File: src/hdl/ipsv_pkg.sv
// ============================================================================
// ipsv_pkg - shared types and constants
// Stage payload types, sector codes, register indexes and fixed-point
// constants for the inverse Park / space-vector PWM pipeline.
// ============================================================================
package ipsv_pkg;

    // Fixed-point constants (Q15)
    localparam logic [14:0] SQRT3_HALF = 15'd28377;
    localparam int          Q_SHIFT    = 15;
    localparam int          HALF_SHIFT = 14;           // x * 16384 as a shift
    localparam logic [15:0] K_UNITY    = 16'h8000;     // 1.0 in Q15, no rescale

    // Pipeline shape
    localparam int DIV_STAGES = 5;
    localparam int DIV_STEP   = 3;                     // quotient bits per stage
    localparam int LATENCY    = 16;

    // Configuration register indexes
    localparam logic [1:0] CFG_PERIOD = 2'd0;
    localparam logic [1:0] CFG_UPPER  = 2'd1;
    localparam logic [1:0] CFG_LOWER  = 2'd2;

    // Sector codes; comment gives the channel that takes ta / tb / tc
    localparam logic [2:0] SEC_0 = 3'd0;   // a=ta b=tb c=tc
    localparam logic [2:0] SEC_1 = 3'd1;   // b=ta c=tb a=tc
    localparam logic [2:0] SEC_2 = 3'd2;   // b=ta a=tb c=tc
    localparam logic [2:0] SEC_3 = 3'd3;   // c=ta a=tb b=tc
    localparam logic [2:0] SEC_4 = 3'd4;   // a=ta c=tb b=tc
    localparam logic [2:0] SEC_5 = 3'd5;   // c=ta b=tb a=tc

    // Sector and the two vector magnitudes
    typedef struct packed {
        logic        valid;
        logic [2:0]  sector;
        logic [16:0] t1;
        logic [16:0] t2;
    } t_sel;

    // Period-scaled active times ahead of the divider
    typedef struct packed {
        logic        valid;
        logic [2:0]  sector;
        logic [16:0] s1;
        logic [16:0] s2;
        logic [17:0] sum;
        logic        over;
    } t_div;

    // Active times and their rescale factor
    typedef struct packed {
        logic        valid;
        logic [2:0]  sector;
        logic [16:0] s1;
        logic [16:0] s2;
        logic [15:0] k;
    } t_scl;

    // Divider partial remainder and quotient
    typedef struct packed {
        logic [17:0] rem;
        logic [14:0] quo;
    } t_dacc;

endpackage

File: src/hdl/ipsv_times.sv
// ============================================================================
// ipsv_times - active times scaled by the PWM period
// Two register stages: period products, then their sum and the
// overmodulation test.
// ============================================================================
module ipsv_times import ipsv_pkg::*; (
    input  logic        i_clk,
    input  logic        i_rst_n,
    input  t_sel        i_sel,
    input  logic [15:0] i_period,
    output t_div        o_div
);

    logic        r_v1, r_v2;
    logic [2:0]  r_sec1, r_sec2;
    logic [16:0] r_s1a, r_s2a, r_s1b, r_s2b;
    logic [17:0] r_sum;
    logic        r_over;

    logic [32:0] n_prod1, n_prod2;
    logic [17:0] n_sum;

    // Scale both magnitudes by the period; products stay below 2^32
    assign n_prod1 = {16'b0, i_sel.t1} * {17'b0, i_period};
    assign n_prod2 = {16'b0, i_sel.t2} * {17'b0, i_period};

    // Sum the scaled times for the overmodulation test
    assign n_sum = {1'b0, r_s1a} + {1'b0, r_s2a};

    always_ff @(posedge i_clk) begin
        if (!i_rst_n) begin
            r_v1 <= 1'b0;
            r_v2 <= 1'b0;
        end else begin
            r_v1 <= i_sel.valid;
            r_v2 <= r_v1;
        end
    end

    always_ff @(posedge i_clk) begin
        r_sec1 <= i_sel.sector;
        r_s1a  <= n_prod1[31:Q_SHIFT];
        r_s2a  <= n_prod2[31:Q_SHIFT];
        r_sec2 <= r_sec1;
        r_s1b  <= r_s1a;
        r_s2b  <= r_s2a;
        r_sum  <= n_sum;
        r_over <= (n_sum > {2'b0, i_period});
    end

    assign o_div.valid  = r_v2;
    assign o_div.sector = r_sec2;
    assign o_div.s1     = r_s1b;
    assign o_div.s2     = r_s2b;
    assign o_div.sum    = r_sum;
    assign o_div.over   = r_over;

endmodule

File: config.mk
export PLATFORM = sky130hd
export DESIGN_NAME = ipsv_times
export DESIGN_NICKNAME = d
export VERILOG_FILES = /design/src/hdl/ipsv_pkg.sv /design/src/hdl/ipsv_times.sv
export SDC_FILE = /design/constraint.sdc
export NUM_CORES = 1
export LEC_CHECK = 0
export BUFFER_PORTS_ARGS = -buffer_cell sky130_fd_sc_hd__buf_2
export CORE_MARGIN = 3
export CORE_UTILIZATION = 50
export DETAILED_ROUTE_END_ITERATION = 8
export PLACE_DENSITY_LB_ADDON = 0.3
export REMOVE_ABC_BUFFERS = 1
export SETUP_SLACK_MARGIN = 0.1
export SLEW_MARGIN = 20
export SYNTH_ARGS = -nofsm -noshare
export SYNTH_HDL_FRONTEND = slang
export SYNTH_SLANG_ARGS = --single-unit
File: constraint.sdc
create_clock -name i_clk -period 12.2 [get_ports i_clk]
set_clock_uncertainty 0.05 [all_clocks]
set_input_delay 0.61 -clock i_clk [delete_from_list [all_inputs] [get_ports i_clk]]
set_output_delay 0.61 -clock i_clk [all_outputs]
set_load 0.02 [all_outputs]
==> flow_metrics.py <==
metrics = {
    "run_status": {
        "status": "complete, no violations",
    },
    "placement": {
        "hpwl_um": 37710,
        "place.port_buffers": 112,
        "place_congestion": 0.8714,
    },
    "logic_synthesis": {
        "yosysSeqAreaShare": 0.09510,
        "synthCells": 2189,
        "yosys_warnings": 0,
        "synth_cell_type_count": 53,
        "ys_ff_latch": 95,
        "syn-cell-area_sq_um": 20000,
        "synth_top_flop_cell": "dfxtp_1",
        "syn_avg_cell_area_sq_um": 9.136,
        "async_reset_ff_frac": 0,
        "synth_edf_count": 0,
    },
    "clock_tree": {
        "post_cts_buffers": 0,
        "cts_hold_buf": 0,
        "root_buffer": "clkbuf_16",
        "clock-sinks": 95,
        "cts_resized": 0,
        "clk_latency_ns": 0.37,
        "clkSlewWorstSetupHoldPaths_ns": 0.07,
        "cts_max_level": 3,
        "cts_made_buffers": 9,
        "clock_path_buffers": 2,
        "cts_tree": "yes",
    },
    "min_path": {
        "hp-class": "flop to flop",
    },
    "drt": {
        "wl_um": 49650,
        "remaining_drc_errors": 0,
        "vias_per_cell": 5.377,
        "ant_nets": 0,
        "routedWlPerCell_um": 18.10,
        "drt_first_pass_iters": 5,
        "drt_iter0_markers": 752,
        "num_vias": 14749,
    },
    "setup_path": {
        "slowest_stage": "buf_2",
        "r2r_slack_ns": 7.81,
        "cp-end-kind": "flop",
        "required_ns": 12.45,
        "cpPeakStageDelay_ns": 0.64,
        "crit_chain": "buf_2, nand2_1, fa_1, fa_1, fa_1, inv_1, fa_1, fa_1, inv_1, fa_1, inv_1, ha_1, a21oi_1, o21ai_0, a22o_1, a31oi_1, o211ai_1, a221o_1, a21oi_2, xnor2_1",
        "critPathLaunchType": "primary input",
        "cp_max_fo": 34,
        "worstSetupPathType": "primary input to flop",
        "cp_num_buf_inv": 4,
        "path_delay_family": "adder cells",
        "cpMostUsedCell": "fa_1",
        "crit_arrival_ns": 6.87,
    },
    "finish": {
        "layout_commonest_cell": "inv_1",
        "drive_gt1_frac": 0.06202,
        "seq_area_sq_um": 1902,
        "nFillCells": 3580,
        "multi_input_area_sq_um": 15900,
        "diodes": 0,
        "syn_to_final_growth_pct": 5.856,
        "final_cell_mix": "inv_1 (491), fa_1 (413), nand2_1 (312)",
        "nNetsFinal": 2918,
    },
    "timing": {
        "setup_viol": 0,
        "fmax_mhz": 150.9,
        "period_needed_ns": 6.626,
        "slew_violations": 0,
        "period_share": 0.5432,
        "worst-slew-pin-transition_ns": 0.8726,
        "relSlewSlack": 0.4183,
        "rsz0062_at_grt": "no",
        "fin_setup_tns_ns": 0,
        "hold_violations": 0,
    },
    "floorplan": {
        "dieWidth_um": 206.0,
        "core_sq_um": 39100,
        "die-area_sq_um": 42430,
        "pin_count": 113,
        "num_rows": 72,
        "die_height_um": 206.0,
        "start_util": 0.5115,
    },
    "grt": {
        "grt_use_total": 0.2515,
        "grt_overflow_total": 0,
        "antenna_found_initial": 0,
        "grt_max_degree": 36,
        "grt_pass1_wl_um": 83920,
        "grt_pass1_vias": 16554,
    },
    "job": {
        "maxCapViolCount": 0,
    },
}
[flip-flops by register name (all words and copies together) (netlist names)]
| register | count |
|---|---|
| r_s2a | 17 |
| r_s1a | 17 |
| r_v2 | 1 |
| r_v1 | 1 |
| r_s1b | 17 |
| r_sec1 | 3 |
| r_over | 1 |
| r_s2b | 17 |
| r_sum | 18 |
| r_sec2 | 3 |
[through the flow]
stage	utilization	instances	area (sq um)	setup WS (ns)	hold WS (ns)
floorplan	-	2096	19640	6.511	0.2596
global placement	0.5335	2727	20860	5.398	0.2612
detailed placement	0.5335	2727	20860	5.192	0.2646
CTS	0.5414	2743	21170	5.606	0.2748
global route	0.5414	2743	21170	5.303	0.2759
finish	0.5414	2743	21170	5.574	0.2796
[layout make-up]
class / instances / share of cell area
Multi-Input combinational cell: 1510 / 0.7509
Sequential cell: 95 / 0.08984
Inverter: 491 / 0.08706
Tap cell: 518 / 0.03062
Timing Repair Buffer: 113 / 0.02683
Clock buffer: 9 / 0.01064
Clock inverter: 7 / 0.004078
[final timing paths]
path	from	to	cells past startpoint
min reg2reg	r_sec1[1]	r_sec2[1]	0
min	r_sec1[1]	r_sec2[1]	0
max reg2reg	r_s1a[0]	r_over	15
max	i_period[1]	r_s2a[14]	20
[worst reg2reg max path: cells and delay by family (launching register included)]
kind,cells,cell delay (ns)
simple gates,4,0.43
fa+ha+maj,3,1.03
compound gates,7,2.00
xor+xnor,1,0.41
flops,1,0.35
[kinds of logic (layout without fill, tap and decap cells)]
group                    Yosys count  in the layout  share of synthesized area
buffers and inverters            584            620                     0.1100
XOR/XNOR                          55             55                    0.02409
adder cells (fa/ha/maj)          642            642                     0.5567
flip-flops                        95             95                    0.09510
AND/OR/NAND/NOR                  646            646                     0.1585
AO/OA/AOI/OAI                    167            167                    0.05562
[Yosys cell counts, types with 2 or more instances]
cell,count,area share
a2111oi_0,2,0.00088
a211oi_1,2,0.00075
a21boi_0,3,0.0011
a21o_1,26,0.0098
a21oi_1,54,0.014
a221o_1,3,0.0015
a311oi_2,2,0.0015
a31oi_1,10,0.0031
and2_1,256,0.080
and3_1,7,0.0022
buf_4,2,0.00075
clkbuf_1,90,0.017
dfxtp_1,95,0.095
fa_1,413,0.41
ha_1,229,0.14
inv_1,491,0.092
nand2_1,312,0.059
nand2b_1,2,0.00063
nand3_1,13,0.0033
nand4_1,8,0.0025
nor2_1,30,0.0056
nor2b_1,4,0.0013
nor3_1,6,0.0015
nor4b_1,2,0.00088
o211ai_1,7,0.0026
o21a_1,4,0.0015
o21ai_0,22,0.0055
o21ai_1,3,0.00075
o21bai_1,9,0.0034
o311a_1,2,0.0010
o311ai_0,2,0.00088
o31a_1,2,0.00088
or2_2,3,0.00094
xnor2_1,40,0.018
xor2_1,15,0.0066
[per-layer routing]
metal | wire [um] | vias to the layer above | track usage
met3 | 2803 | 101 | 0.03150
met2 | 24810 | 463 | 0.4440
met5 | 0 | - | 0
met4 | 1527 | 0 | 0.08218
li1 | - | 6600 | -
met1 | 20510 | 7585 | 0.3220
Power is left out: the tool's default activity adds up to more than one toggle a clock period on the data nets, which glitch-free logic cannot reach.
