File: src/hdl/ipsv_pkg.sv
// ============================================================================
// ipsv_pkg - shared types and constants
// Stage payload types, sector codes, register indexes and fixed-point
// constants for the inverse Park / space-vector PWM pipeline.
// ============================================================================
package ipsv_pkg;

    // Fixed-point constants (Q15)
    localparam logic [14:0] SQRT3_HALF = 15'd28377;
    localparam int          Q_SHIFT    = 15;
    localparam int          HALF_SHIFT = 14;           // x * 16384 as a shift
    localparam logic [15:0] K_UNITY    = 16'h8000;     // 1.0 in Q15, no rescale

    // Pipeline shape
    localparam int DIV_STAGES = 5;
    localparam int DIV_STEP   = 3;                     // quotient bits per stage
    localparam int LATENCY    = 16;

    // Configuration register indexes
    localparam logic [1:0] CFG_PERIOD = 2'd0;
    localparam logic [1:0] CFG_UPPER  = 2'd1;
    localparam logic [1:0] CFG_LOWER  = 2'd2;

    // Sector codes; comment gives the channel that takes ta / tb / tc
    localparam logic [2:0] SEC_0 = 3'd0;   // a=ta b=tb c=tc
    localparam logic [2:0] SEC_1 = 3'd1;   // b=ta c=tb a=tc
    localparam logic [2:0] SEC_2 = 3'd2;   // b=ta a=tb c=tc
    localparam logic [2:0] SEC_3 = 3'd3;   // c=ta a=tb b=tc
    localparam logic [2:0] SEC_4 = 3'd4;   // a=ta c=tb b=tc
    localparam logic [2:0] SEC_5 = 3'd5;   // c=ta b=tb a=tc

    // Sector and the two vector magnitudes
    typedef struct packed {
        logic        valid;
        logic [2:0]  sector;
        logic [16:0] t1;
        logic [16:0] t2;
    } t_sel;

    // Period-scaled active times ahead of the divider
    typedef struct packed {
        logic        valid;
        logic [2:0]  sector;
        logic [16:0] s1;
        logic [16:0] s2;
        logic [17:0] sum;
        logic        over;
    } t_div;

    // Active times and their rescale factor
    typedef struct packed {
        logic        valid;
        logic [2:0]  sector;
        logic [16:0] s1;
        logic [16:0] s2;
        logic [15:0] k;
    } t_scl;

    // Divider partial remainder and quotient
    typedef struct packed {
        logic [17:0] rem;
        logic [14:0] quo;
    } t_dacc;

endpackage

File: src/hdl/ipsv_duty.sv
// ============================================================================
// ipsv_duty - rescale, centre-aligned compare values, routing and clamp
// Four register stages: rescale products, centre value, edge values, then
// per-sector channel routing and the limit clamp into the output register.
// ============================================================================
module ipsv_duty import ipsv_pkg::*; (
    input  logic        i_clk,
    input  logic        i_rst_n,
    input  t_scl        i_scl,
    input  logic [15:0] i_period,
    input  logic [15:0] i_upper,
    input  logic [15:0] i_lower,
    output logic        o_strobe,
    output logic [15:0] o_duty_a,
    output logic [15:0] o_duty_b,
    output logic [15:0] o_duty_c
);

    logic        r_va, r_vb, r_vc, r_vd;
    logic [2:0]  r_seca, r_secb, r_secc;
    logic [16:0] r_s1, r_s2;
    logic [15:0] r_tc_b, r_tot, r_s2_b;
    logic [15:0] r_ta, r_tb, r_tc;
    logic [15:0] r_duty_a, r_duty_b, r_duty_c;

    logic [32:0] n_prod1, n_prod2;
    logic [17:0] n_tot, n_gap;
    logic [15:0] n_ta, n_tb;
    logic [15:0] n_ch_a, n_ch_b, n_ch_c;

    function automatic logic [15:0] clamp(logic [15:0] v, logic [15:0] hi,
                                          logic [15:0] lo);
        logic [15:0] res;
        if (v > hi) begin
            res = hi;
        end else if (v < lo) begin
            res = lo;
        end else begin
            res = v;
        end
        return res;
    endfunction

    // Stage A: rescale both times by k in Q15
    assign n_prod1 = {16'b0, i_scl.s1} * {17'b0, i_scl.k};
    assign n_prod2 = {16'b0, i_scl.s2} * {17'b0, i_scl.k};

    // Stage B: total active time and the centre value; total never passes period
    assign n_tot = {1'b0, r_s1} + {1'b0, r_s2};
    assign n_gap = {2'b0, i_period} - n_tot;

    // Stage C: edge values, none of which passes the period
    assign n_tb = r_tc_b + r_s2_b;
    assign n_ta = r_tc_b + r_tot;

    // Stage D: route to channels by sector
    always_comb begin
        n_ch_a = r_ta;
        n_ch_b = r_tb;
        n_ch_c = r_tc;
        unique case (r_secc)
            SEC_0: begin
                n_ch_a = r_ta; n_ch_b = r_tb; n_ch_c = r_tc;
            end
            SEC_1: begin
                n_ch_a = r_tc; n_ch_b = r_ta; n_ch_c = r_tb;
            end
            SEC_2: begin
                n_ch_a = r_tb; n_ch_b = r_ta; n_ch_c = r_tc;
            end
            SEC_3: begin
                n_ch_a = r_tb; n_ch_b = r_tc; n_ch_c = r_ta;
            end
            SEC_4: begin
                n_ch_a = r_ta; n_ch_b = r_tc; n_ch_c = r_tb;
            end
            SEC_5: begin
                n_ch_a = r_tc; n_ch_b = r_tb; n_ch_c = r_ta;
            end
            default: begin
                n_ch_a = r_ta; n_ch_b = r_tb; n_ch_c = r_tc;
            end
        endcase
    end

    // Advance valid bits
    always_ff @(posedge i_clk) begin
        if (!i_rst_n) begin
            r_va <= 1'b0;
            r_vb <= 1'b0;
            r_vc <= 1'b0;
            r_vd <= 1'b0;
        end else begin
            r_va <= i_scl.valid;
            r_vb <= r_va;
            r_vc <= r_vb;
            r_vd <= r_vc;
        end
    end

    // Advance payload
    always_ff @(posedge i_clk) begin
        r_seca   <= i_scl.sector;
        r_s1     <= n_prod1[31:Q_SHIFT];
        r_s2     <= n_prod2[31:Q_SHIFT];
        r_secb   <= r_seca;
        r_tot    <= n_tot[15:0];
        r_s2_b   <= r_s2[15:0];
        r_tc_b   <= n_gap[16:1];
        r_secc   <= r_secb;
        r_ta     <= n_ta;
        r_tb     <= n_tb;
        r_tc     <= r_tc_b;
        r_duty_a <= clamp(n_ch_a, i_upper, i_lower);
        r_duty_b <= clamp(n_ch_b, i_upper, i_lower);
        r_duty_c <= clamp(n_ch_c, i_upper, i_lower);
    end

    assign o_strobe = r_vd;
    assign o_duty_a = r_duty_a;
    assign o_duty_b = r_duty_b;
    assign o_duty_c = r_duty_c;

    // Edge values keep their order: ta >= tb >= tc
    a_edge_order: assert property (@(posedge i_clk) disable iff (!i_rst_n)
        r_vc |-> (r_ta >= r_tb) && (r_tb >= r_tc))
        else $error("edge values out of order");

endmodule
File: config.mk
export PLATFORM = sky130hd
export DESIGN_NAME = ipsv_duty
export DESIGN_NICKNAME = d
export VERILOG_FILES = /design/src/hdl/ipsv_pkg.sv /design/src/hdl/ipsv_duty.sv
export SDC_FILE = /design/constraint.sdc
export NUM_CORES = 2
export LEC_CHECK = 0
export ABC_AREA = 0
export BUFFER_PORTS_ARGS = -buffer_cell sky130_fd_sc_hd__buf_2
export CORE_MARGIN = 4
export CORE_UTILIZATION = 60
export CTS_CLUSTER_DIAMETER = 40
export DETAILED_ROUTE_END_ITERATION = 12
export PLACE_DENSITY = 0.78
export SKIP_LAST_GASP = 1
export SLEW_MARGIN = 10
export SYNTH_ARGS = -nofsm -noshare
export SYNTH_HDL_FRONTEND = slang
export SYNTH_SLANG_ARGS = --single-unit
export TNS_END_PERCENT = 5
File: constraint.sdc
create_clock -name i_clk -period 10.9 [get_ports i_clk]
set_clock_uncertainty 0.05 [all_clocks]
set_input_delay 3.27 -clock i_clk [delete_from_list [all_inputs] [get_ports i_clk]]
set_output_delay 3.27 -clock i_clk [all_outputs]
set_load 0.1 [all_outputs]
==> flow_summary.toml <==
[status]
outcome = "complete, no violations"

[detailed_routing]
drt-initial-drc-count = 1550
antenna_left = 0
vias_per_cell = 5.84
dr_total_vias = 22300
dr.pass1.iters = 7
routed_wl_um = 74400
post_drt_wl_per_cell_um = 19.5
drc = 0

[timing]
max_freq_mhz = 105
worst_pin_slew_ns = 1.31
max_slew_margin = 0.122
period_share = 0.873
rsz0062_at_grt = "no"
setup_violations = 0
fin_crit_ns = 9.51
final_hold_viol_count = 0
slew_viol_final = 0
final.setup.tns_ns = 0

[min_path]
holdCritPathClass = "reg -> reg"
min_path_cells = 0
hold_path_end = "r_secc[2]$_DFF_P_"
hold_start = "r_secb[2]$_DFF_P_"

[synth]
netlist_area_um2 = 28200
synth-xor-area-share = 0.0302
syn_nets = 4011
synth_warnings = 0
ys_ff_latch = 191
synth_edf_count = 0
syn_area_per_cell_um2 = 8.96
ys_seq_area_frac = 0.136
synth_adder_area_share = 0.451
synth_top_family_by_area = "adder cells"
synth-compound-area-share = 0.0971
async_reset_ff_frac = 0
ys_types = 70
synthMuxAreaShare = 0.0417
synth_cells = 3141
yosys_most_used_dff = "dfxtp_1"
yosys.area_share.simple = 0.153

[setup_path]
ff2ff_path_depth = 15
cp.required_ns = 11.20
end_kind = "register"
regToRegSetupSlack_ns = 5.59
rr_endpoint = "o_duty_b[0]$_DFF_P_"
worstReg2RegStart = "r_secc[1]$_DFF_P_"
start_kind = "input pin"
crit_chain = "buf_2, nand2_1, fa_1, fa_1, fa_1, inv_1, fa_1, fa_1, inv_1, fa_1, inv_1, ha_1, and4_1, o2111ai_1, a2111oi_2, o21ai_1, and3b_1, o311ai_2, o31a_1, a21oi_1, xnor2_1"
path_common_cell = "fa_1"
slowest_delay_ns = 0.60
critPathMaxFanout = 34
critPathSlowestCell = "buf_2"
cp.arrival_ns = 9.82
critPathKind = "in -> reg"

[global_routing]
grt_antenna_before_repair = 3
grt_pass1_wl_um = 120000
overflow = 0
grt_pass1_vias = 23500
grt_start_max_net_pins = 101
grt_usage = 0.298

[cts]
htree_levels = 4
cts_buffers = 17
cts-root-buf = "clkbuf_16"
cts.sinks = 191
clock_latency_ns = 0.47
clk_path_buf_depth = 2
cts_setup_buffers = 0
clk_pin_slew_ns = 0.08
cts_tree = "built"
ctsHoldBuffers = 0
cts_resized = 0

[floorplan]
die_h_um = 225
die_x_um = 225
die-area_um2 = 50500
fp-row-count = 79
coreArea_um2 = 46500
initial_core_util = 0.606
pin_count = 153

[placement]
portBuffers = 152
gp_congestion = 0.996
dp_hpwl_um = 59000

[final_layout]
areaGrowthSynthToFinish_pct = 6.12
nFillCells = 3816
nNetsFinal = 4068
drive_above_1_share = 0.0682

[job]
maxCapViolCount = 0
## worst max-delay path by stage
| stage | startpoint | end | depth (start not counted) |
|---|---|---|---|
| finish | i_scl[2] | r_s1[16]$_DFF_P_ | 21 |
| floorplan | i_scl[7] | r_s1[16]$_DFF_P_ | 24 |
| CTS | i_scl[1] | r_s1[16]$_DFF_P_ | 21 |
| detailed placement | i_scl[2] | r_s1[16]$_DFF_P_ | 21 |
| global route | i_scl[1] | r_s1[16]$_DFF_P_ | 21 |
| global placement | i_scl[1] | r_s1[16]$_DFF_P_ | 21 |
## layout by cell type, fill, tap and decap left out, types with 5 or more instances in the layout
cell / count
xnor2_1: 75
and4_1: 7
ha_1: 350
a211oi_1: 25
o21ai_0: 83
xor2_1: 22
a21o_1: 40
and3_1: 7
and2_1: 247
o21bai_1: 29
or3_1: 10
buf_4: 13
clkbuf_16: 17
o21a_1: 25
inv_6: 6
o211ai_1: 21
a31oi_1: 5
mux2i_1: 109
nand2b_1: 22
dfxtp_1: 188
nor2_1: 112
nand4_1: 20
nand3_1: 30
fa_1: 416
buf_2: 152
nor3_1: 27
nor2b_1: 32
a221oi_1: 17
nand2_1: 359
o2111ai_1: 5
inv_1: 544
a21oi_1: 127
## synth_stat cells, types with 7 or more instances
library cell  instances  area, um2
nand2b_1             22        138
o21ai_0              83        415
nor2_1              112        420
a21o_1               40        300
xnor2_1              75        657
buf_1                12       45.0
mux2i_1             109       1090
inv_1               544       2040
nand4_1              20        125
a211oi_1             25        188
nand3_1              30        150
and3_1                7       43.8
xor2_1               22        193
ha_1                350       4380
dfxtp_1             191       3820
or3_1                10       62.6
and4_1                7       61.3
o21bai_1             29        218
nor3_1               28        140
o211ai_1             21        158
a221oi_1             17        149
fa_1                416       8330
nand2_1             359       1350
clkbuf_1            106        398
nor2b_1              32        200
and2_1              247       1550
a21oi_1             127        636
o21a_1               25        188
## metrics by stage
stage	setup slack (ns)	hold WS (ns)	util	std cells	instance area (um2)
6_report	1.39	0.281	0.643	3821	29900
5_1_grt	1.05	0.286	0.643	3821	29900
3_3_place_gp	1.21	0.265	0.630	3786	29300
3_5_place_dp	0.990	0.265	0.630	3786	29300
2_1_floorplan	1.76	0.260	-	3141	28200
4_1_cts	1.47	0.285	0.643	3818	29900
## per-layer routing
| layer | wire length [um] | track usage | vias up |
|---|---|---|---|
| met5 | 0 | 0 | - |
| li1 | - | - | 10100 |
| met1 | 28500 | 0.362 | 11000 |
| met2 | 36300 | 0.510 | 947 |
| met4 | 4810 | 0.172 | 0 |
| met3 | 4770 | 0.0403 | 269 |
## registers in the layout (all words and copies together), names as in the netlist, 3 cells and up
signal and cells:
r_secb 3, r_s2 17, r_ta 16, r_s1 17, r_tot 16, r_tc_b 16, o_duty_c 16, o_duty_a 16
r_tb 16, o_duty_b 16, r_s2_b 16, r_secc 3, r_seca 3, r_tc 16
## logic make-up after synthesis
group / after synthesis
buffers and inverters: 671
adder cells (fa/ha/maj): 766
flip-flops: 191
multiplexers: 115
AO/OA/AOI/OAI: 418
XOR/XNOR: 97
AND/OR/NAND/NOR: 883
## critical path, delay by kind of cell
| kind | cells | cell delay (ns) |
|---|---|---|
| adder cells (fa/ha/maj) | 7 | 3.38 |
| AO/OA/AOI/OAI | 6 | 1.58 |
| buffers and inverters | 4 | 0.75 |
| AND/OR/NAND/NOR | 3 | 0.68 |
| XOR/XNOR | 1 | 0.12 |
## final cells by class
class | count | area (um2) | area share
Timing Repair Buffer | 165 | 858 | 0.0287
Antenna cell | 3 | 7.51 | 0.000251
Clock inverter | 14 | 163 | 0.00544
Multi-Input combinational cell | 2279 | 21800 | 0.729
Sequential cell | 191 | 3830 | 0.128
Tap cell | 607 | 759 | 0.0254
Inverter | 544 | 2040 | 0.0684
Clock buffer | 18 | 429 | 0.0144
Power is not shown: default switching activity piles up to over one toggle a cycle in this logic, so the estimate is an artifact.
