## src/hdl/ipsv_pkg.sv

```systemverilog
// ============================================================================
// ipsv_pkg - shared types and constants
// Stage payload types, sector codes, register indexes and fixed-point
// constants for the inverse Park / space-vector PWM pipeline.
// ============================================================================
package ipsv_pkg;

    // Fixed-point constants (Q15)
    localparam logic [14:0] SQRT3_HALF = 15'd28377;
    localparam int          Q_SHIFT    = 15;
    localparam int          HALF_SHIFT = 14;           // x * 16384 as a shift
    localparam logic [15:0] K_UNITY    = 16'h8000;     // 1.0 in Q15, no rescale

    // Pipeline shape
    localparam int DIV_STAGES = 5;
    localparam int DIV_STEP   = 3;                     // quotient bits per stage
    localparam int LATENCY    = 16;

    // Configuration register indexes
    localparam logic [1:0] CFG_PERIOD = 2'd0;
    localparam logic [1:0] CFG_UPPER  = 2'd1;
    localparam logic [1:0] CFG_LOWER  = 2'd2;

    // Sector codes; comment gives the channel that takes ta / tb / tc
    localparam logic [2:0] SEC_0 = 3'd0;   // a=ta b=tb c=tc
    localparam logic [2:0] SEC_1 = 3'd1;   // b=ta c=tb a=tc
    localparam logic [2:0] SEC_2 = 3'd2;   // b=ta a=tb c=tc
    localparam logic [2:0] SEC_3 = 3'd3;   // c=ta a=tb b=tc
    localparam logic [2:0] SEC_4 = 3'd4;   // a=ta c=tb b=tc
    localparam logic [2:0] SEC_5 = 3'd5;   // c=ta b=tb a=tc

    // Sector and the two vector magnitudes
    typedef struct packed {
        logic        valid;
        logic [2:0]  sector;
        logic [16:0] t1;
        logic [16:0] t2;
    } t_sel;

    // Period-scaled active times ahead of the divider
    typedef struct packed {
        logic        valid;
        logic [2:0]  sector;
        logic [16:0] s1;
        logic [16:0] s2;
        logic [17:0] sum;
        logic        over;
    } t_div;

    // Active times and their rescale factor
    typedef struct packed {
        logic        valid;
        logic [2:0]  sector;
        logic [16:0] s1;
        logic [16:0] s2;
        logic [15:0] k;
    } t_scl;

    // Divider partial remainder and quotient
    typedef struct packed {
        logic [17:0] rem;
        logic [14:0] quo;
    } t_dacc;

endpackage

```

## src/hdl/ipsv_transform.sv

```systemverilog
// ============================================================================
// ipsv_transform - inverse Park, reference voltages and sector decode
// Five register stages: d/q products, alpha/beta, scaled terms, the three
// reference voltages, then sector choice and the two vector magnitudes.
// ============================================================================
module ipsv_transform import ipsv_pkg::*; (
    input  logic               i_clk,
    input  logic               i_rst_n,
    input  logic               i_valid,
    input  logic signed [15:0] i_volt_direct,
    input  logic signed [15:0] i_volt_quad,
    input  logic signed [15:0] i_angle_sine,
    input  logic signed [15:0] i_angle_cosine,
    output t_sel               o_sel
);

    // Stage registers
    logic               r_v1, r_v2, r_v3, r_v4, r_v5;
    logic signed [31:0] r_p_dc, r_p_qs, r_p_ds, r_p_qc;
    logic signed [16:0] r_alpha, r_beta2;
    logic signed [31:0] r_a_term, r_b_term;
    logic signed [16:0] r_beta3;
    logic signed [16:0] r_r1, r_r2, r_r3;
    logic [2:0]         r_sector;
    logic [16:0]        r_t1, r_t2;

    // Next values
    logic signed [31:0] n_p_dc, n_p_qs, n_p_ds, n_p_qc;
    logic signed [31:0] n_diff, n_sum;
    logic signed [31:0] n_a_term, n_b_term;
    logic signed [31:0] n_r2_full, n_r3_full;
    logic [2:0]         n_sector;
    logic [16:0]        n_t1, n_t2;
    logic [2:0]         sgn;

    // Stage 1: rotation products
    assign n_p_dc = i_volt_direct * i_angle_cosine;
    assign n_p_qs = i_volt_quad   * i_angle_sine;
    assign n_p_ds = i_volt_direct * i_angle_sine;
    assign n_p_qc = i_volt_quad   * i_angle_cosine;

    // Stage 2: alpha and beta, wrap at 32 bits then shift down
    assign n_diff = r_p_dc - r_p_qs;
    assign n_sum  = r_p_ds + r_p_qc;

    // Stage 3: scale alpha by sqrt(3)/2 and beta by one half, negated
    assign n_a_term = 32'(r_alpha) * $signed({1'b0, SQRT3_HALF});
    assign n_b_term = -(32'(r_beta2) <<< HALF_SHIFT);

    // Stage 4: second and third reference voltages
    assign n_r2_full = r_a_term + r_b_term;
    assign n_r3_full = r_b_term - r_a_term;

    // Stage 5: pick sector from the signs, take magnitudes
    assign sgn = {r_r1[16], r_r2[16], r_r3[16]};

    always_comb begin
        n_sector = SEC_0;
        n_t1     = 17'(r_r2);
        n_t2     = 17'(r_r1);
        unique case (sgn) inside
            3'b000, 3'b001: begin
                n_sector = SEC_0;
                n_t1     = 17'(r_r2);
                n_t2     = 17'(r_r1);
            end
            3'b010: begin
                n_sector = SEC_1;
                n_t1     = 17'(r_r1);
                n_t2     = 17'(r_r3);
            end
            3'b011: begin
                n_sector = SEC_2;
                n_t1     = 17'(-r_r2);
                n_t2     = 17'(-r_r3);
            end
            3'b100: begin
                n_sector = SEC_3;
                n_t1     = 17'(r_r3);
                n_t2     = 17'(r_r2);
            end
            3'b101: begin
                n_sector = SEC_4;
                n_t1     = 17'(-r_r3);
                n_t2     = 17'(-r_r1);
            end
            3'b110, 3'b111: begin
                n_sector = SEC_5;
                n_t1     = 17'(-r_r1);
                n_t2     = 17'(-r_r2);
            end
            default: begin
                n_sector = SEC_0;
            end
        endcase
    end

    // Advance valid bits
    always_ff @(posedge i_clk) begin
        if (!i_rst_n) begin
            r_v1 <= 1'b0;
            r_v2 <= 1'b0;
            r_v3 <= 1'b0;
            r_v4 <= 1'b0;
            r_v5 <= 1'b0;
        end else begin
            r_v1 <= i_valid;
            r_v2 <= r_v1;
            r_v3 <= r_v2;
            r_v4 <= r_v3;
            r_v5 <= r_v4;
        end
    end

    // Advance payload
    always_ff @(posedge i_clk) begin
        r_p_dc   <= n_p_dc;
        r_p_qs   <= n_p_qs;
        r_p_ds   <= n_p_ds;
        r_p_qc   <= n_p_qc;
        r_alpha  <= $signed(n_diff[31:Q_SHIFT]);
        r_beta2  <= $signed(n_sum[31:Q_SHIFT]);
        r_a_term <= n_a_term;
        r_b_term <= n_b_term;
        r_beta3  <= r_beta2;
        r_r1     <= r_beta3;
        r_r2     <= $signed(n_r2_full[31:Q_SHIFT]);
        r_r3     <= $signed(n_r3_full[31:Q_SHIFT]);
        r_sector <= n_sector;
        r_t1     <= n_t1;
        r_t2     <= n_t2;
    end

    assign o_sel.valid  = r_v5;
    assign o_sel.sector = r_sector;
    assign o_sel.t1     = r_t1;
    assign o_sel.t2     = r_t2;

endmodule

```

## config.mk

```make
export PLATFORM = sky130hd
export DESIGN_NAME = ipsv_transform
export DESIGN_NICKNAME = d
export VERILOG_FILES = /design/src/hdl/ipsv_pkg.sv /design/src/hdl/ipsv_transform.sv
export SDC_FILE = /design/constraint.sdc
export NUM_CORES = 2
export LEC_CHECK = 0
export ABC_AREA = 1
export BUFFER_PORTS_ARGS = -buffer_cell sky130_fd_sc_hd__buf_2
export CORE_MARGIN = 2
export CORE_UTILIZATION = 54
export CTS_BUF_LIST = sky130_fd_sc_hd__clkbuf_4
export DETAILED_ROUTE_END_ITERATION = 10
export PLACE_DENSITY = 0.71
export SLEW_MARGIN = 40
export SYNTH_ARGS = -nofsm -noshare
export SYNTH_HDL_FRONTEND = slang
export SYNTH_SLANG_ARGS = --single-unit
```

## constraint.sdc

```tcl
create_clock -name i_clk -period 5.9 [get_ports i_clk]
set_clock_uncertainty 0.2 [all_clocks]
set_input_delay 1.18 -clock i_clk [delete_from_list [all_inputs] [get_ports i_clk]]
set_output_delay 1.18 -clock i_clk [all_outputs]
set_load 0.02 [all_outputs]
```

==> impl_metrics.env <==
export IMPL_core_area_mm2=0.114
export IMPL_dp_slack_ns=-0.994
export IMPL_wl_per_cell_um=17.4
export IMPL_fmax_mhz=172
export IMPL_cts_root_buffer="clkbuf_4"
export IMPL_first_global_vias=55240
export IMPL_wl_um=177000
export IMPL_yosysUniqueCellTypes=56
export IMPL_period_share=0.984
export IMPL_cp_required_ns=6.47
export IMPL_async_flop_share=0
export IMPL_via_count=52624
export IMPL_avgSynthCellArea_um2=7.87
export IMPL_crit_buf_inv=6
export IMPL_slew_violations=0
export IMPL_cts_buffers=87
export IMPL_cp_start_kind="input pin"
export IMPL_synth_edf_count=0
export IMPL_gp_congestion=0.958
export IMPL_synth_warning_count=0
export IMPL_yosysTopAreaCell="fa_1"
export IMPL_die_h_um=344
export IMPL_syn_to_final_growth_pct=16.4
export IMPL_syn_inst=7912
export IMPL_drt_iter0_markers=3595
export IMPL_drc=0
export IMPL_hold_viol_final=0
export IMPL_synth_top_area_share=0.379
export IMPL_cts_tree="done"
export IMPL_end_kind="flip-flop"
export IMPL_crit_chain="clkbuf_4, buf_4, nand2_1, fa_1, fa_1, inv_1, fa_1, inv_1, fa_1, fa_1, fa_1, inv_1, ha_4, nand2_1, inv_1, nand2_1, nor2_1, a21oi_2, o21bai_1, xor2_1"
export IMPL_antenna_found_initial=14
export IMPL_placed_cell_area_mm2=0.0710
export IMPL_clock_latency_ns=0.98
export IMPL_cpPeakStageDelay_ns=0.60
export IMPL_synth_seq_cells=321
export IMPL_synth_simple_area_share=0.163
export IMPL_worst_slew_pin_slew_ns=0.822
export IMPL_path_common_cell="fa_1"
export IMPL_synth_xor_area_frac=0.0348
export IMPL_final_net_count=10412
export IMPL_maxCapViolations=0
export IMPL_seq_area_frac_synth=0.103
export IMPL_crit_type="input pin to flip-flop"
export IMPL_synthAdderAreaFrac=0.489
export IMPL_dieWidth_um=344
export IMPL_cts_buffer_depth=3
export IMPL_critical_path_max_fanout=12
export IMPL_cts_max_level=3
export IMPL_dieArea_mm2=0.118
export IMPL_synth_top_family_by_area="adder cells"
export IMPL_clkTransAtPathRegs_ns=0.06
export IMPL_syn_area_mm2=0.0623
export IMPL_postRouteAntennaNets=0
export IMPL_yosysMostFrequentCell="inv_1"
export IMPL_timing_hold_ws_ns=0.0508
export IMPL_synth_common_cells="inv_1 (2,258), nand2_1 (1,677), fa_1 (1,179)"
export IMPL_design_area_mm2=0.0725
export IMPL_cts_sinks=321
export IMPL_cp_arrival_ns=6.38
export IMPL_overflow=0
export IMPL_grt_max_degree=32
export IMPL_slowest_stage="fa_1"
export IMPL_grt_usage=0.313
export IMPL_ios=105
export IMPL_grt_pass1_wl_um=289000
export IMPL_place_detailed_hpwl_um=154000
export IMPL_yosys_most_used_dff="dfxtp_1"
export IMPL_viasPerCell=5.15
export IMPL_hold_class="flip-flop to flip-flop"
export IMPL_port_buffer_count=104
export IMPL_netlist_top_cells_area="fa_1 (38%), inv_1 (14%), ha_1 (11%)"
export IMPL_crit_family="adder cells"
export IMPL_syn_nets=9707
export IMPL_layout_setup_ws_ns=0.0917
export IMPL_initial_core_util=0.544
export IMPL_first_pass_iters=8
export IMPL_slew_headroom=0.448
export IMPL_min_period_ns=5.81
export IMPL_muxShareOfSynthArea=0
export IMPL_status="finished, final reports clean"
export IMPL_setup_viol=0
export IMPL_synth_compound_area_frac=0.0581
export IMPL_postCtsHoldBufs=0
export IMPL_fp_row_count=124
export IMPL_drive_above_1_share=0.145
## worst reg2reg max path: stages (launching register included)
cell and delay, ns:
dfxtp_1 0.61, ha_1 0.33, inv_1 0.12, fa_1 0.46, fa_1 0.55, inv_1 0.05
fa_1 0.47, inv_1 0.05, fa_1 0.49, inv_1 0.05, fa_1 0.45, ha_1 0.37
a21oi_1 0.25, inv_1 0.06, nor2_1 0.16, o21ai_0 0.12, nand2_1 0.07, nand3_1 0.12
nand2_1 0.09, nand2_1 0.07, xor2_1 0.16
## per-stage QoR
step	setup TNS (ns)	cells	utilization
final	0	10211	0.634
after floorplan	-0.915	7912	-
after detailed placement	-65.54	10030	0.621
after CTS	0	10193	0.631
after global routing	-0.00519	10208	0.634
after global placement	-60.50	10030	0.621
## cell type report
type / count / area [um^2]
Multi-Input combinational cell: 5098 / 47700
Fill cell: 10065 / 41900
Inverter: 2277 / 8550
Timing Repair Buffer: 832 / 6640
Sequential cell: 321 / 6430
Tap cell: 1512 / 1890
Clock buffer: 112 / 841
Clock inverter: 51 / 363
Antenna cell: 8 / 20.0
## cells in the final DEF, fill, tap and decap left out, drive strengths merged, types with 17 or more instances in the layout
master | Yosys | routed
clkbuf | 194 | 131
o22ai | 17 | 17
clkinv | 5 | 49
inv | 2272 | 2274
nor3 | 56 | 56
ha | 549 | 549
nor2 | 404 | 404
a31oi | 19 | 19
fa | 1179 | 1179
a21oi | 264 | 264
buf | 22 | 813
dfxtp | 321 | 321
xor2 | 185 | 185
a21o | 39 | 39
nand3 | 252 | 252
o21ai | 180 | 180
xnor2 | 62 | 62
o21bai | 34 | 34
nand4 | 68 | 68
nor4 | 17 | 17
nand2 | 1678 | 1678
## final timing paths
| check | start | endpoint | slack, ns | cells past startpoint |
|---|---|---|---|---|
| worst max register to register | r_alpha[9]$_DFF_P_ | r_a_term[29]$_DFF_P_ | 0.47 | 20 |
| worst min-delay path | r_beta3[10]$_DFF_P_ | r_r1[10]$_DFF_P_ | 0.05 | 0 |
| worst min register to register | r_beta3[10]$_DFF_P_ | r_r1[10]$_DFF_P_ | 0.05 | 0 |
| worst max-delay path | i_volt_direct[11] | r_p_dc[21]$_DFF_P_ | 0.09 | 20 |
## registers in the layout, indices dropped and copies added, names as in the netlist
name      count
r_r1         17
r_v1          1
r_v5          1
r_v2          1
r_alpha      17
r_p_dc       32
r_r3         17
r_b_term     17
r_v4          1
r_a_term     32
r_beta2      17
r_t1         17
r_sector      3
r_p_qs       32
r_t2         17
r_r2         17
r_v3          1
r_p_qc       32
r_p_ds       32
r_beta3      17
## kinds of logic after synthesis
group	count (synthesis)
compound gates	623
xor+xnor	247
fa+ha+maj	1728
buf+inv	2493
flops	321
simple gates	2500
## repair_timing
| item | CTS | global route |
|---|---|---|
| setup buffers | 0 | 10 |
| endpoints found under the setup margin | 0 | 59 |
| resized for setup | 0 | 75 |
## metal layers
layer	vias to the layer above	wire, um	GRT usage	share of wire
li1	24685	-	-	-
met1	25690	73700	0.416	0.42
met2	1865	83100	0.519	0.47
met3	372	13500	0.0487	0.076
met4	12	6940	0.113	0.039
met5	-	69	0	0.00039
Power is not shown: default switching activity piles up to over one toggle a cycle in this logic, so the estimate is an artifact.
