--- src/hdl/ipsv_pkg.sv ---
// ============================================================================
// ipsv_pkg - shared types and constants
// Stage payload types, sector codes, register indexes and fixed-point
// constants for the inverse Park / space-vector PWM pipeline.
// ============================================================================
package ipsv_pkg;

    // Fixed-point constants (Q15)
    localparam logic [14:0] SQRT3_HALF = 15'd28377;
    localparam int          Q_SHIFT    = 15;
    localparam int          HALF_SHIFT = 14;           // x * 16384 as a shift
    localparam logic [15:0] K_UNITY    = 16'h8000;     // 1.0 in Q15, no rescale

    // Pipeline shape
    localparam int DIV_STAGES = 5;
    localparam int DIV_STEP   = 3;                     // quotient bits per stage
    localparam int LATENCY    = 16;

    // Configuration register indexes
    localparam logic [1:0] CFG_PERIOD = 2'd0;
    localparam logic [1:0] CFG_UPPER  = 2'd1;
    localparam logic [1:0] CFG_LOWER  = 2'd2;

    // Sector codes; comment gives the channel that takes ta / tb / tc
    localparam logic [2:0] SEC_0 = 3'd0;   // a=ta b=tb c=tc
    localparam logic [2:0] SEC_1 = 3'd1;   // b=ta c=tb a=tc
    localparam logic [2:0] SEC_2 = 3'd2;   // b=ta a=tb c=tc
    localparam logic [2:0] SEC_3 = 3'd3;   // c=ta a=tb b=tc
    localparam logic [2:0] SEC_4 = 3'd4;   // a=ta c=tb b=tc
    localparam logic [2:0] SEC_5 = 3'd5;   // c=ta b=tb a=tc

    // Sector and the two vector magnitudes
    typedef struct packed {
        logic        valid;
        logic [2:0]  sector;
        logic [16:0] t1;
        logic [16:0] t2;
    } t_sel;

    // Period-scaled active times ahead of the divider
    typedef struct packed {
        logic        valid;
        logic [2:0]  sector;
        logic [16:0] s1;
        logic [16:0] s2;
        logic [17:0] sum;
        logic        over;
    } t_div;

    // Active times and their rescale factor
    typedef struct packed {
        logic        valid;
        logic [2:0]  sector;
        logic [16:0] s1;
        logic [16:0] s2;
        logic [15:0] k;
    } t_scl;

    // Divider partial remainder and quotient
    typedef struct packed {
        logic [17:0] rem;
        logic [14:0] quo;
    } t_dacc;

endpackage

--- src/hdl/ipsv_divider.sv ---
// ============================================================================
// ipsv_divider - pipelined restoring divider for the rescale factor
// Computes (period << 15) / sum a few quotient bits per stage. The quotient
// is below 2^15 whenever the sum exceeds the period; otherwise the factor
// falls back to unity.
// ============================================================================
module ipsv_divider import ipsv_pkg::*; (
    input  logic        i_clk,
    input  logic        i_rst_n,
    input  t_div        i_div,
    input  logic [15:0] i_period,
    output t_scl        o_scl
);

    logic        r_vld  [DIV_STAGES];
    t_dacc       r_acc  [DIV_STAGES];
    logic [2:0]  r_sec  [DIV_STAGES];
    logic [16:0] r_s1   [DIV_STAGES];
    logic [16:0] r_s2   [DIV_STAGES];
    logic [17:0] r_den  [DIV_STAGES];
    logic        r_over [DIV_STAGES];

    t_dacc       n_acc  [DIV_STAGES];
    t_dacc       acc_init;

    // Shift in zero numerator bits, subtract where the divisor fits
    function automatic t_dacc div_steps(t_dacc acc, logic [17:0] den);
        t_dacc       res;
        logic [18:0] shifted;
        res = acc;
        for (int j = 0; j < DIV_STEP; j++) begin
            shifted = {res.rem, 1'b0};
            if (shifted >= {1'b0, den}) begin
                res.rem = 18'(shifted - {1'b0, den});
                res.quo = {res.quo[13:0], 1'b1};
            end else begin
                res.rem = shifted[17:0];
                res.quo = {res.quo[13:0], 1'b0};
            end
        end
        return res;
    endfunction

    // Upper numerator bits are the period itself
    assign acc_init.rem = {2'b0, i_period};
    assign acc_init.quo = '0;

    for (genvar g = 0; g < DIV_STAGES; g++) begin : g_stage
        if (g == 0) begin : g_first
            assign n_acc[g] = div_steps(acc_init, i_div.sum);

            always_ff @(posedge i_clk) begin
                if (!i_rst_n) begin
                    r_vld[g] <= 1'b0;
                end else begin
                    r_vld[g] <= i_div.valid;
                end
            end

            always_ff @(posedge i_clk) begin
                r_acc[g]  <= n_acc[g];
                r_sec[g]  <= i_div.sector;
                r_s1[g]   <= i_div.s1;
                r_s2[g]   <= i_div.s2;
                r_den[g]  <= i_div.sum;
                r_over[g] <= i_div.over;
            end
        end else begin : g_next
            assign n_acc[g] = div_steps(r_acc[g-1], r_den[g-1]);

            always_ff @(posedge i_clk) begin
                if (!i_rst_n) begin
                    r_vld[g] <= 1'b0;
                end else begin
                    r_vld[g] <= r_vld[g-1];
                end
            end

            always_ff @(posedge i_clk) begin
                r_acc[g]  <= n_acc[g];
                r_sec[g]  <= r_sec[g-1];
                r_s1[g]   <= r_s1[g-1];
                r_s2[g]   <= r_s2[g-1];
                r_den[g]  <= r_den[g-1];
                r_over[g] <= r_over[g-1];
            end
        end
    end

    assign o_scl.valid  = r_vld[DIV_STAGES-1];
    assign o_scl.sector = r_sec[DIV_STAGES-1];
    assign o_scl.s1     = r_s1[DIV_STAGES-1];
    assign o_scl.s2     = r_s2[DIV_STAGES-1];
    assign o_scl.k      = r_over[DIV_STAGES-1] ? {1'b0, r_acc[DIV_STAGES-1].quo}
                                               : K_UNITY;

endmodule

--- config.mk ---
export PLATFORM = sky130hd
export DESIGN_NAME = ipsv_divider
export DESIGN_NICKNAME = d
export VERILOG_FILES = /design/src/hdl/ipsv_pkg.sv /design/src/hdl/ipsv_divider.sv
export SDC_FILE = /design/constraint.sdc
export NUM_CORES = 1
export LEC_CHECK = 0
export BUFFER_PORTS_ARGS = -buffer_cell sky130_fd_sc_hd__buf_2
export CAP_MARGIN = 40
export CORE_UTILIZATION = 30
export DETAILED_ROUTE_END_ITERATION = 8
export SLEW_MARGIN = 20
export SYNTH_ARGS = -nofsm -noshare
export SYNTH_HDL_FRONTEND = slang
export SYNTH_SLANG_ARGS = --single-unit
--- constraint.sdc ---
create_clock -name i_clk -period 7.1 [get_ports i_clk]
set_clock_uncertainty 0.2 [all_clocks]
set_input_delay 0.355 -clock i_clk [delete_from_list [all_inputs] [get_ports i_clk]]
set_output_delay 0.355 -clock i_clk [all_outputs]
set_load 0.01 [all_outputs]
==> results of run 1 <==
## area by class of cell
| class | count | area, sq um |
|---|---|---|
| clock buffers | 57 | 1230 |
| flip-flops and latches | 384 | 7720 |
| well taps | 969 | 1210 |
| inverters | 162 | 621 |
| clock inverters | 24 | 342 |
| multi-input cells | 1891 | 15800 |
| fillers | 7026 | 40600 |
| repair buffers | 948 | 7250 |
## worst max-delay path: cells and delay by family, from the launching register on
family / cells / cell delay (ns)
flip-flops: 1 / 0.33
AO/OA/AOI/OAI: 17 / 3.91
buffers and inverters: 5 / 0.66
multiplexers: 3 / 0.93
adder cells (fa/ha/maj): 3 / 0.63
AND/OR/NAND/NOR: 2 / 0.45
## cell families (layout without fill, tap and decap cells)
logic type | Yosys count | after routing
mux | 152 | 152
flops | 384 | 384
xor+xnor | 193 | 193
compound gates | 658 | 661
buf+inv | 220 | 1191
fa+ha+maj | 264 | 264
simple gates | 621 | 621
## registers in the layout, summed over array words and instances, names as in the netlist
name and count:
r_sec 15, r_s1 85, r_over 5, r_acc 117
r_den 72, r_s2 85, r_vld 5
## Yosys cell counts (27+ instances only)
library cell,number
dfxtp_1,384
ha_1,259
nor2_1,203
a21oi_1,200
inv_1,157
xnor2_1,138
mux2_2,128
nand2_1,120
o21ai_0,119
a21o_1,89
xor2_1,55
o21a_1,52
nand3_1,44
nor3_1,41
and2_1,37
nor2b_1,34
buf_4,29
nand2b_1,27
## path summary, 6_finish.rpt
path	from	end	cells after the start
worst max-delay path	r_den[0][12]$_DFF_P_	r_acc[0][63]$_DFF_P_	30
worst min-delay path	r_s2[3][13]$_DFF_P_	r_s2[4][13]$_DFF_P_	0
worst max register to register	r_den[0][12]$_DFF_P_	r_acc[0][63]$_DFF_P_	30
worst min register to register	r_s2[3][13]$_DFF_P_	r_s2[4][13]$_DFF_P_	0
## timing repair
action                                 in CTS  in global routing
buffers inserted                           29                 42
cloned                                      1                  6
hold buffers                               59                  0
endpoints found under the hold margin      62                  0
setup endpoints to repair                  53                 77
gates resized for setup                   120                271
pin swaps                                  53                138
## metal layers
layer  part of all wire [%]  wire (um)
met3                    3.0       2000
met1                     43      28600
met5                      0          0
met2                     51      34000
met4                    3.7       2490
## stage by stage
step	setup slack [ns]	setup TNS, ns	hold WS [ns]	cells
final	-0.165	-2.01	0.118	4435
after global routing	-0.393	-8.82	0.126	4435
after CTS	-0.00240	-0.00376	0.0931	4389
after detailed placement	-0.800	-20.62	0.112	4219
after global placement	-0.819	-17.85	0.110	4218
after floorplan	0.00707	0	0.110	2492
==> out/qor.csv, run 1 <==
metric;value;unit
Area growth syn-to-layout;50.1;%
CTS tree;yes;
CP dominant cell by count;buf_12;
Syn. warnings;0;
Max Fclk;0.138;GHz
H-Tree Depth;2;
final hold viol count;0;
die height;278;um
clock tree root buffer cell;clkbuf_16;
slowest stage delay, CP;0.39;ns
met3 global-route usage;2.03;%
worst-path maximum fanout;6;
design area;34200;sq um
ANT cells;0;
overflow left after global routing;0;
M2 GR Usage;30.6;%
DRC violations left;0;
post-synthesis compound-gate area fraction;18.8;%
sequential share of the synthesized area;33.7;%
data required time of the critical path;7.35;ns
max cap viols;0;
Setup Viol. Count Final;17;
RSZ-0062 raised after global routing;yes;
RePlAce Congestion;0.918;
IO Pins;129;
Mapped Area;22800;sq um
Nets;3770;
Final ANT Viol Nets;0;
top-area cell type share of the netlist area;33.7;%
CP Launch Type;register;
adder-cell share of the synthesized area;14.6;%
Arr. time, crit path;7.51;ns
commonest non-fill, non-tap cell in the layout;buf_4;
Vias;21024;
Initial Utilization;30.5;%
Tmin final;7.26;ns
Synth area leader;dfxtp_1;
commonest non-fill, non-tap cells in the layout;724 x buf_4, 356 x dfxtp_1, 209 x ha_1, 182 x nor2_1, 159 x a21oi_1;
WL/cell;15.1;um
Synth cell types;90;
drt via density;4.74;
die area;77100;sq um
Port Buffers;128;
DR iter-0 viols;846;
Post-Synth Simple-Gate Area;13.4;%
critical path endpoint category;register;
hpwl dp;52.3;mm
vias in the first global route;21048;
Final period util;102;%
mux contribution to synthesized area;7.74;%
GRT Overall Usage;16.4;%
final setup margin;-0.165;ns
initial antenna violation count;0;
crit path max-delay cell type;o41ai_4;
met1 Usage GRT;19.1;%
Hold Crit Class;reg2reg;
flop-to-flop setup slack;-0.16;ns
DR pass1 iterations;5;
max_slew headroom;62.0;%
Clk pin slew, worst setup/hold paths;0.06;ns
asr flop ratio synth;0;%
total routed wirelength;67.1;mm
final core occ;45.7;%
Synthesized Nets;2831;
largest net degree at the start of global routing;19;
Pins Over Slew Limit;0;
CP Class;reg2reg;
clk sink count;384;
violated checks;setup timing;
layout cells sized above 1;41.0;%
outcome;complete, but fails checks;
Die X;278;um
Yosys reg bits;384;
slew of the pin with the lowest slew margin;0.570;ns
largest family of logic cells by synthesized area;compound AO/OA/AOI/OAI gates;
GR peak layer;met2;
first-pass GRT wire length;104;mm
Num CTS Buffers;44;
total core area;74800;sq um
Max clock buf depth;3;
clock latency at the later pin of the worst-skew pair;0.58;ns
Std-Cell Rows;100;
number of synthesized flops with an enable pin;0;
dominant cells by area after synthesis;dfxtp_1 34%, ha_1 14%, mux2_2 6.3%;
Mapped Cells;2492;
xor-xnor portion of the synthesized cell area;7.41;%
Mapped Avg Cell Area;9.15;sq um
post-place instance area;29700;sq um
Main synth FF type;dfxtp_1;
Power of run 1 is left out: the tool's default activity adds up to more than one toggle a clock period on the data nets, which glitch-free logic cannot reach.
==> run 2, diff against run 1 <==
--- a/config.mk
+++ b/config.mk
@@ -9,6 +9,7 @@
 export CAP_MARGIN = 40
 export CORE_UTILIZATION = 30
 export DETAILED_ROUTE_END_ITERATION = 8
+export HOLD_SLACK_MARGIN = 0.15
 export SLEW_MARGIN = 20
 export SYNTH_ARGS = -nofsm -noshare
 export SYNTH_HDL_FRONTEND = slang
==> run 2 against run 1 <==
The run still ends with setup timing left. First-iteration DRC count rose by 0.24%. Register-to-register slack hardly changed. Non-clock buffer count increased by 176. Wire length increased by 4.1%. Flip-flop and latch count unchanged. Sequential share of layout area is 1.1 points lower. Design area rose by 5.1%. Largest cell class unchanged. Via count grew 3.7%.
==> out/qor.csv, run 2 (synthesis gave the netlist of run 1 again) <==
metric;value;unit
outcome;complete, but fails checks;
violated checks;setup timing;
Pins Over Slew Limit;0;
max reg flops;117;
total core area;74800;sq um
crit path max-delay cell type;o41ai_4;
data required time of the critical path;7.35;ns
CP Class;reg2reg;
RSZ-0062 raised after global routing;yes;
commonest non-fill, non-tap cell in the layout;buf_4;
Hold Crit Class;reg2reg;
layout cells sized above 1;39.0;%
Setup Viol. Count Final;17;
Die X;278;um
hpwl dp;52.3;mm
CP Launch Type;register;
final core occ;48.1;%
worst-path maximum fanout;6;
H-Tree Depth;2;
CP dominant cell by count;buf_12;
Area growth syn-to-layout;57.8;%
final setup margin;-0.164;ns
FILL cells;6898;
max cap viols;0;
max_slew headroom;60.9;%
Clk pin slew, worst setup/hold paths;0.06;ns
r2r startpoint;r_den[0][12]$_DFF_P_;
drt via density;4.73;
Arr. time, crit path;7.51;ns
Num CTS Buffers;44;
DRC violations left;0;
initial antenna violation count;0;
clk sink count;384;
clock tree root buffer cell;clkbuf_16;
IO Pins;129;
flop-to-flop setup slack;-0.16;ns
overflow left after global routing;0;
Vias;21799;
Biggest register;r_acc;
largest registers;r_acc: 117 flops, r_s1: 85 flops, r_s2: 85 flops;
Worst Hold Endpoint;r_acc[0][37]$_DFF_P_;
cells on worst reg2reg path;30;
WL/cell;15.2;um
CTS tree;yes;
CP Buf/Inv Count;5;
Max Fclk;0.138;GHz
FF-to-FF End;r_acc[0][63]$_DFF_P_;
Final ANT Viol Nets;0;
first-pass GRT wire length;108;mm
RePlAce Congestion;0.918;
Nets;3946;
clock latency at the later pin of the worst-skew pair;0.58;ns
Tmin final;7.26;ns
total routed wirelength;69.9;mm
commonest non-fill, non-tap cells in the layout;724 x buf_4, 356 x dfxtp_1, 235 x dlygate4sd3_1, 209 x ha_1, 182 x nor2_1;
vias in the first global route;21985;
CP top delay family;compound AO/OA/AOI/OAI gates;
area of the multi-input gates;15800;sq um
Port Buffers;128;
largest net degree at the start of global routing;19;
die height;278;um
DR pass1 iterations;5;
die area;77100;sq um
GRT Overall Usage;17.1;%
ANT cells;0;
slew of the pin with the lowest slew margin;0.587;ns
DR iter-0 viols;848;
Initial Utilization;30.5;%
hold depth;0;
min-delay src;r_acc[0][1]$_DFF_P_;
Std-Cell Rows;100;
slowest stage delay, CP;0.39;ns
Final period util;102;%
Reg area;7720;sq um
critical path endpoint category;register;
final hold viol count;0;
Max clock buf depth;3;
## run 2: worst max-delay path by stage
stage	start	endpoint	slack [ns]	depth (start not counted)
floorplan	i_div[1]	r_acc[0][24]$_DFF_P_	0.007	35
global placement	r_den[0][9]$_DFF_P_	r_acc[0][49]$_DFF_P_	-0.82	31
detailed placement	r_den[0][9]$_DFF_P_	r_acc[0][49]$_DFF_P_	-0.80	31
CTS	r_den[0][1]$_DFF_P_	r_acc[0][63]$_DFF_P_	-0.002	33
global route	r_den[0][9]$_DFF_P_	r_acc[0][52]$_DFF_P_	-0.39	34
finish	r_den[0][12]$_DFF_P_	r_acc[0][63]$_DFF_P_	-0.16	30
## run 2: per-stage QoR
| step | setup slack, ns | hold WS (ns) | instances | setup TNS, ns | cell area (sq um) |
|---|---|---|---|---|---|
| 6_report | -0.164 | 0.141 | 4611 | -2.00 | 36000 |
| 5_1_grt | -0.393 | 0.152 | 4611 | -8.83 | 36000 |
| 4_1_cts | -0.00240 | 0.151 | 4564 | -0.00376 | 34400 |
| 3_5_place_dp | -0.800 | 0.112 | 4219 | -20.62 | 29700 |
| 3_3_place_gp | -0.819 | 0.110 | 4218 | -17.85 | 29600 |
| 2_1_floorplan | 0.00707 | 0.110 | 2492 | 0 | 23000 |
## run 2: repair_timing
| item | CTS | global route |
|---|---|---|
| endpoints found under the setup margin | 53 | 77 |
| hold buffers | 234 | 1 |
| endpoints found under the hold margin | 237 | 1 |
| buffers inserted | 29 | 42 |
| pin swaps | 53 | 139 |
| cloned | 1 | 6 |
| gates resized for setup | 120 | 271 |
## run 2: cell type report
class                      count  share of cell area, %
clock inverter                24                  0.949
tap                          969                   3.37
multi-input combinational   1891                   44.0
timing repair buffer        1124                   25.0
inverter                     162                   1.72
clock buffer                  57                   3.42
sequential                   384                   21.5
## run 2: layer usage
| metal | track usage, % | up-vias | routed length [um] |
|---|---|---|---|
| met5 | 0 | - | 0 |
| met4 | 6.20 | 0 | 2560 |
| met3 | 2.03 | 136 | 2010 |
| met2 | 32.5 | 366 | 36000 |
| met1 | 19.5 | 10135 | 29300 |
| li1 | - | 11162 | - |
Power of run 2 is left out for the same reason.
